<file path="config.mk">
export PLATFORM = sky130hd
export DESIGN_NAME = nec_ir_edge_decoder_unit
export DESIGN_NICKNAME = d
export VERILOG_FILES = /design/src/hw/rtl/necir_pkg.sv /design/src/hw/rtl/necir_window.sv /design/src/hw/rtl/nec_ir_edge_decoder_unit.sv
export SDC_FILE = /design/constraint.sdc
export NUM_CORES = 1
export LEC_CHECK = 0
export ABC_CLOCK_PERIOD_IN_PS = 14200
export BUFFER_PORTS_ARGS = -buffer_cell sky130_fd_sc_hd__buf_2
export CORE_MARGIN = 1.5
export CORE_UTILIZATION = 30
export DETAILED_ROUTE_END_ITERATION = 8
export SETUP_SLACK_MARGIN = 0.1
export SYNTH_ARGS = -nofsm -noshare
export SYNTH_HDL_FRONTEND = slang
export SYNTH_SLANG_ARGS = --single-unit
export TNS_END_PERCENT = 20
</file>
<file path="constraint.sdc">
create_clock -name clk_i -period 14.2 [get_ports clk_i]
set_input_delay 3.55 -clock clk_i [delete_from_list [all_inputs] [get_ports clk_i]]
set_output_delay 3.55 -clock clk_i [all_outputs]
set_load 0.02 [all_outputs]
</file>
<file path="src/hw/rtl/necir_pkg.sv">
// shared constants for the nec ir edge decoder
package necir_pkg;

  localparam int unsigned TimeW = 64;
  localparam int unsigned CfgW  = 20;
  localparam int unsigned CntW  = 6;
  localparam int unsigned IdxW  = 2;
  localparam int unsigned ByteW = 8;
  localparam int unsigned BitsW = 32;
  // 23 * nominal fits in the config width plus five bits
  localparam int unsigned ProdW = CfgW + 5;

  localparam logic [CntW-1:0] FrameEdges = CntW'(34);

  localparam logic [IdxW-1:0] RegZeroSpace   = 2'd0;
  localparam logic [IdxW-1:0] RegOneSpace    = 2'd1;
  localparam logic [IdxW-1:0] RegRepeatSpace = 2'd2;
  localparam logic [IdxW-1:0] RegMaxSpace    = 2'd3;

  localparam logic [CfgW-1:0] ZeroSpaceRst   = CfgW'(1125);
  localparam logic [CfgW-1:0] OneSpaceRst    = CfgW'(2250);
  localparam logic [CfgW-1:0] RepeatSpaceRst = CfgW'(11250);
  localparam logic [CfgW-1:0] MaxSpaceRst    = CfgW'(15000);

  localparam logic [ByteW-1:0] ByteOnes = 8'hff;

endpackage

</file>
<file path="src/hw/rtl/necir_window.sv">
// plus or minus fifteen percent window test of a gap against a nominal space
module necir_window (
  input  logic [necir_pkg::CfgW-1:0] gap_i,
  input  logic [necir_pkg::CfgW-1:0] nominal_i,
  output logic                       hit_o
);

  logic [necir_pkg::ProdW-1:0] gap_x20;
  logic [necir_pkg::ProdW-1:0] nom_x17;
  logic [necir_pkg::ProdW-1:0] nom_x23;

  assign gap_x20 = {1'b0, gap_i, 4'b0} + {3'b0, gap_i, 2'b0};
  assign nom_x17 = {1'b0, nominal_i, 4'b0} + {5'b0, nominal_i};
  assign nom_x23 = {1'b0, nominal_i, 4'b0} + {3'b0, nominal_i, 2'b0}
                 + {4'b0, nominal_i, 1'b0} + {5'b0, nominal_i};

  assign hit_o = (gap_x20 > nom_x17) && (gap_x20 < nom_x23);

endmodule

</file>
<file path="src/hw/rtl/nec_ir_edge_decoder_unit.sv">
// NEC infrared remote decoder that takes one falling-edge timestamp per item.
// Each edge timestamp (microseconds, free running, 64 bits) is taken into an
// input register and handled from there once the result register can take its
// result: the gap to the previous edge is formed, checked against the restart
// limit, and classed against the repeat, zero and one windows (nominal +/-15%).
// A repeat code gives the last good address and command with is_repeat set;
// the closing edge of a clean frame whose address and command match their
// inverted copies gives a new result. One item is accepted per cycle while
// in_stall_o is low; an item's result, if any, is loaded into the result
// register when the item is handled. While a result waits under out_stall_i,
// the item behind it holds in the input register and the input stalls.
// Configuration is written through cfg_we_i, cfg_idx_i and cfg_data_i; the
// user must write it only while the block is idle; no logic enforces this.
module nec_ir_edge_decoder_unit (
  input  logic                          clk_i,
  input  logic                          rst_ni,

  input  logic                          cfg_we_i,
  input  logic [necir_pkg::IdxW-1:0]    cfg_idx_i,
  input  logic [necir_pkg::CfgW-1:0]    cfg_data_i,

  input  logic                          in_valid_i,
  output logic                          in_stall_o,
  input  logic [necir_pkg::TimeW-1:0]   edge_time_us_i,

  output logic                          out_valid_o,
  input  logic                          out_stall_i,
  output logic [necir_pkg::ByteW-1:0]   ir_address_o,
  output logic [necir_pkg::ByteW-1:0]   ir_command_o,
  output logic                          is_repeat_o
);

  logic [necir_pkg::CfgW-1:0] zero_sp_q, one_sp_q, rep_sp_q, max_sp_q;

  logic                        in_vld_q, in_vld_d;
  logic [necir_pkg::TimeW-1:0] in_time_q;

  logic [necir_pkg::TimeW-1:0] prev_q, prev_d;
  logic [necir_pkg::CntW-1:0]  cnt_q, cnt_d;
  logic [necir_pkg::BitsW-1:0] shift_q, shift_d;
  logic                        bad_q, bad_d;
  logic [necir_pkg::ByteW-1:0] held_adr_q, held_adr_d;
  logic [necir_pkg::ByteW-1:0] held_cmd_q, held_cmd_d;

  logic                        out_vld_q, out_vld_d;
  logic [necir_pkg::ByteW-1:0] out_adr_q, out_adr_d;
  logic [necir_pkg::ByteW-1:0] out_cmd_q, out_cmd_d;
  logic                        out_rep_q, out_rep_d;

  logic                        adv;
  logic                        accept;
  logic [necir_pkg::TimeW-1:0] gap;
  logic                        over;
  logic                        rep_hit, zero_hit, one_hit;
  logic [necir_pkg::BitsW-1:0] shift_nx;
  logic                        bad_nx;
  logic [necir_pkg::ByteW-1:0] adr, inv_adr, cmd, inv_cmd;

  assign adv        = in_vld_q && (!out_vld_q || !out_stall_i);
  assign in_stall_o = in_vld_q && !adv;
  assign accept     = in_valid_i && !in_stall_o;

  assign gap  = in_time_q - prev_q;
  assign over = gap > {{(necir_pkg::TimeW-necir_pkg::CfgW){1'b0}}, max_sp_q};

  necir_window u_rep_win (
    .gap_i     (gap[necir_pkg::CfgW-1:0]),
    .nominal_i (rep_sp_q),
    .hit_o     (rep_hit)
  );

  necir_window u_zero_win (
    .gap_i     (gap[necir_pkg::CfgW-1:0]),
    .nominal_i (zero_sp_q),
    .hit_o     (zero_hit)
  );

  necir_window u_one_win (
    .gap_i     (gap[necir_pkg::CfgW-1:0]),
    .nominal_i (one_sp_q),
    .hit_o     (one_hit)
  );

  always_comb begin
    shift_nx = shift_q;
    bad_nx   = bad_q;
    if (zero_hit) begin
      shift_nx = {1'b0, shift_q[necir_pkg::BitsW-1:1]};
    end else if (one_hit) begin
      shift_nx = {1'b1, shift_q[necir_pkg::BitsW-1:1]};
    end else begin
      bad_nx = 1'b1;
    end
  end

  assign adr     = shift_nx[7:0];
  assign inv_adr = shift_nx[15:8];
  assign cmd     = shift_nx[23:16];
  assign inv_cmd = shift_nx[31:24];

  always_comb begin
    in_vld_d   = in_vld_q;
    prev_d     = prev_q;
    cnt_d      = cnt_q;
    shift_d    = shift_q;
    bad_d      = bad_q;
    held_adr_d = held_adr_q;
    held_cmd_d = held_cmd_q;
    out_vld_d  = out_vld_q && out_stall_i;
    out_adr_d  = out_adr_q;
    out_cmd_d  = out_cmd_q;
    out_rep_d  = out_rep_q;

    if (adv) begin
      in_vld_d = 1'b0;
    end
    if (accept) begin
      in_vld_d = 1'b1;
    end

    if (adv) begin
      if (cnt_q == '0 || over) begin
        prev_d  = in_time_q;
        cnt_d   = necir_pkg::CntW'(1);
        shift_d = '0;
        bad_d   = 1'b0;
      end else if (cnt_q == necir_pkg::CntW'(1)) begin
        prev_d = in_time_q;
        if (rep_hit) begin
          shift_d   = '0;
          bad_d     = 1'b0;
          out_vld_d = 1'b1;
          out_adr_d = held_adr_q;
          out_cmd_d = held_cmd_q;
          out_rep_d = 1'b1;
        end else begin
          cnt_d = necir_pkg::CntW'(2);
        end
      end else begin
        prev_d  = in_time_q;
        cnt_d   = cnt_q + necir_pkg::CntW'(1);
        shift_d = shift_nx;
        bad_d   = bad_nx;
        if (cnt_q == necir_pkg::FrameEdges - necir_pkg::CntW'(1)) begin
          cnt_d   = '0;
          shift_d = '0;
          bad_d   = 1'b0;
          if (!bad_nx && adr == (inv_adr ^ necir_pkg::ByteOnes)
              && cmd == (inv_cmd ^ necir_pkg::ByteOnes)) begin
            held_adr_d = adr;
            held_cmd_d = cmd;
            out_vld_d  = 1'b1;
            out_adr_d  = adr;
            out_cmd_d  = cmd;
            out_rep_d  = 1'b0;
          end
        end
      end
    end
  end

  always_ff @(posedge clk_i or negedge rst_ni) begin
    if (!rst_ni) begin
      zero_sp_q <= necir_pkg::ZeroSpaceRst;
      one_sp_q  <= necir_pkg::OneSpaceRst;
      rep_sp_q  <= necir_pkg::RepeatSpaceRst;
      max_sp_q  <= necir_pkg::MaxSpaceRst;
    end else if (cfg_we_i) begin
      case (cfg_idx_i)
        necir_pkg::RegZeroSpace:   zero_sp_q <= cfg_data_i;
        necir_pkg::RegOneSpace:    one_sp_q  <= cfg_data_i;
        necir_pkg::RegRepeatSpace: rep_sp_q  <= cfg_data_i;
        necir_pkg::RegMaxSpace:    max_sp_q  <= cfg_data_i;
        default: ;
      endcase
    end
  end

  always_ff @(posedge clk_i or negedge rst_ni) begin
    if (!rst_ni) begin
      in_vld_q   <= 1'b0;
      prev_q     <= '0;
      cnt_q      <= '0;
      shift_q    <= '0;
      bad_q      <= 1'b0;
      held_adr_q <= '0;
      held_cmd_q <= '0;
      out_vld_q  <= 1'b0;
    end else begin
      in_vld_q   <= in_vld_d;
      prev_q     <= prev_d;
      cnt_q      <= cnt_d;
      shift_q    <= shift_d;
      bad_q      <= bad_d;
      held_adr_q <= held_adr_d;
      held_cmd_q <= held_cmd_d;
      out_vld_q  <= out_vld_d;
    end
  end

  always_ff @(posedge clk_i) begin
    if (accept) begin
      in_time_q <= edge_time_us_i;
    end
    out_adr_q <= out_adr_d;
    out_cmd_q <= out_cmd_d;
    out_rep_q <= out_rep_d;
  end

  assign out_valid_o  = out_vld_q;
  assign ir_address_o = out_adr_q;
  assign ir_command_o = out_cmd_q;
  assign is_repeat_o  = out_rep_q;

endmodule

</file>
==> flow_summary.json <==
{
  "status": "complete, no violations",
  "tightestPinTransition_ns": 1.16,
  "p_int_uw": 4330,
  "cp.required_ns": 14.72,
  "cts.reportedPaths.clkPinSlew_ns": 0.06,
  "netlist_area_um2": 28300,
  "port_buffers": 109,
  "area_growth_pct": 12.1,
  "post-cts-setup-buffer-count": 0,
  "syn_area_per_cell_um2": 9.15,
  "synth_top_area_cell": "ha_1",
  "synth_top_area_share_pct": 16.3,
  "fp.dieH_um": 310,
  "h-tree-depth": 2,
  "arrival_ns": 8.62,
  "track_usage_pct": 17.8,
  "syn-instance-count": 3095,
  "diodes": 0,
  "power_density_nw_per_um2": 270,
  "cts_tree": "done",
  "clockPowerShare_pct": 12.6,
  "yosysUniqueCellTypes": 105,
  "grt_overflow": 0,
  "die_area_um2": 96300,
  "crit_path_top_delay_cell": "nor4_4",
  "fin_cells": 4480,
  "cts_hold_buf": 0,
  "ys.flop_type": "dfrtp_1",
  "clock.fmax_mhz": 124,
  "routabilityCongestion": 0.956,
  "wl_per_cell_um": 18.9,
  "final.fill_count": 9706,
  "drive_above_1_share_pct": 11.1,
  "design_area_um2": 31700,
  "critical_path_class": "reg -> reg",
  "cp_common_cell": "a21oi_1",
  "hpwl_mm": 67.4,
  "synth_edf_count": 81,
  "path_buf_inv": 1,
  "synth_warnings": 0,
  "start_util_pct": 30.3,
  "layout_common_cells": "ha_1, nand2_1, a21oi_1, o21ai_0, inv_1",
  "report.final.slew_viol_count": 0,
  "die_x_um": 310,
  "grt_antenna_before_repair": 4,
  "viasPerCell": 5.30,
  "drtPass1Iterations": 7,
  "ys_top_cells_by_area": "ha_1, dfrtp_1, edfxtp_1",
  "yosysSeqAreaShare_pct": 26.5,
  "period_share_pct": 57.0,
  "hold_path.class": "reg -> reg",
  "rows": 112,
  "worst_path_dominant_cell_family": "compound AO/OA/AOI/OAI gates",
  "cp_max_fo": 20,
  "hold_viol_final": 0,
  "final_common_cell": "ha_1",
  "comb_power_share_pct": 74.7,
  "drc": 0,
  "swShare_pct": 49.5,
  "cts.sinks": 282,
  "drt-initial-drc-count": 1408,
  "wirelength_mm": 84.5,
  "rrSetupSlack_ns": 6.10,
  "maxCapViolCount": 0,
  "rsz0062_at_grt": "no",
  "max-clock-path-buffers": 3,
  "vias": 23700,
  "async_flop_share_pct": 71.3,
  "cp-start-kind": "flip-flop",
  "pwr-share-seq_pct": 12.6,
  "antenna_left": 0,
  "cp-end-kind": "flip-flop",
  "setup_viol": 0,
  "vdd_ir_drop_max_mv": 0.183,
  "cts_made_buffers": 40,
  "pin_count": 110,
  "grt_pass1_wl_mm": 133,
  "grt_start_max_net_pins": 102,
  "dpl_cell_area_um2": 30300,
  "core_um2": 93500,
  "holdWs_ns": 0.485,
  "finalCriticalPeriod_ns": 8.10,
  "grt_pass1_vias": 23700,
  "leakagePower_uw": 0.0138,
  "fin_tns_setup_ns": 0,
  "clk_latency_ns": 0.61,
  "synth_nets": 3668,
  "final_nets": 3767,
  "dp_cells": 4406,
  "cts_resized": 0,
  "relSlewSlack_pct": 22.0,
  "p_sw_uw": 4240,
  "ys_ff_latch": 282,
  "skew_ns": 0.0274,
  "cts_root_buffer": "clkbuf_16",
  "slowest_delay_ns": 0.74
}
==> kinds of logic after synthesis <==
| logic type | after synthesis | synth area share [%] |
|---|---|---|
| DFF | 282 | 26.5 |
| and+or+nand+nor | 902 | 16.2 |
| xor gates and xnor gates | 151 | 4.67 |
| buffers and inverters | 275 | 3.86 |
| AOI/OAI and AO/OA | 877 | 19.8 |
| adders and majority gates | 484 | 24.4 |
| muxes | 124 | 4.73 |
==> layer usage <==
layer  global-route usage [%]  vias to the layer above  part of all wire [%]
met3                     2.19                      135                   4.3
met4                     6.38                        2                   3.5
li1                         -                    11600                     -
met2                     30.0                      523                    47
met5                        0                        -                 0.014
met1                     23.2                    11400                    45
==> metrics by stage <==
stage	setup slack (ns)	utilization [%]	total power, uW
2_1_floorplan	6.84	-	5840
3_3_place_gp	6.33	32.4	7390
3_5_place_dp	6.14	32.4	7490
4_1_cts	6.09	34.0	8630
5_1_grt	5.49	34.0	9570
6_report	6.10	34.0	8570
==> cell type report <==
type	count	area [um2]	area share [%]
flip-flops and latches	282	7490	23.6
inverters	194	728	2.29
repair buffers	138	773	2.44
multi-input cells	2538	19800	62.2
clock inverters	21	325	1.02
clock buffers	53	1100	3.46
well taps	1254	1570	4.94
==> worst paths after layout <==
| path | from | endpoint | depth (start not counted) |
|---|---|---|---|
| max reg2reg | in_time_q[1]$_DFFE_PP_ | shift_q[14]$_DFFE_PN0P_ | 30 |
| min in group asynchronous | rst_ni | held_cmd_q[6]$_DFFE_PN0P_ | 1 |
| min | shift_q[0]$_DFFE_PN0P_ | shift_q[0]$_DFFE_PN0P_ | 2 |
| max | in_time_q[1]$_DFFE_PP_ | shift_q[14]$_DFFE_PN0P_ | 30 |
| min reg2reg | shift_q[0]$_DFFE_PN0P_ | shift_q[0]$_DFFE_PN0P_ | 2 |
| max in group asynchronous | rst_ni | rep_sp_q[10]$_DFFE_PN0P_ | 3 |
==> power by group through the flow <==
stage | clock network, uW | logic [uW] | registers [uW]
after global placement | 0 | 6290 | 1100
after global routing | 1150 | 7310 | 1110
after CTS | 1120 | 6430 | 1090
final | 1080 | 6410 | 1080
after floorplan | 0 | 4780 | 1050
after detailed placement | 0 | 6380 | 1100
==> worst register-to-register path: cells and delay by family (launching register included) <==
kind / cells / cell delay (ns)
AO/OA/AOI/OAI: 19 / 4.37
AND/OR/NAND/NOR: 6 / 1.49
adder cells (fa/ha/maj): 3 / 1.04
XOR/XNOR: 1 / 0.44
flip-flops: 1 / 0.41
buffers and inverters: 1 / 0.26
==> synthesized netlist by cell type (12+ instances only) <==
cell	count
a21o_1	70
o211ai_1	30
nor4_1	25
clkbuf_1	61
nand2b_1	46
dfrtp_1	175
edfxtp_1	81
mux2_2	78
xor2_1	74
and4_1	16
nor2b_1	32
nor3_1	69
nand4_1	57
a22o_1	17
and2_1	15
or3_1	26
inv_1	194
nand2_1	272
o21a_1	42
o21bai_1	30
a21oi_1	239
mux2i_1	46
nor2_1	175
xnor2_1	77
a21boi_0	12
ha_1	369
a31oi_1	25
nand3_1	73
fa_1	113
and3_1	22
buf_2	12
o21ai_0	240
or2_2	15
a211oi_1	14
dfstp_2	26
==> state kept, by name, summed over array words and instances, names as in the netlist <==
| signal | count |
|---|---|
| bad_q | 1 |
| cnt_q | 6 |
| held_adr_q | 8 |
| held_cmd_q | 8 |
| in_time_q | 64 |
| in_vld_q | 1 |
| ir_address_o | 8 |
| ir_command_o | 8 |
| is_repeat_o | 1 |
| max_sp_q | 20 |
| one_sp_q | 20 |
| out_valid_o | 1 |
| prev_q | 64 |
| rep_sp_q | 20 |
| shift_q | 32 |
| zero_sp_q | 20 |
Note: power is estimated with default switching activity, not from simulation.
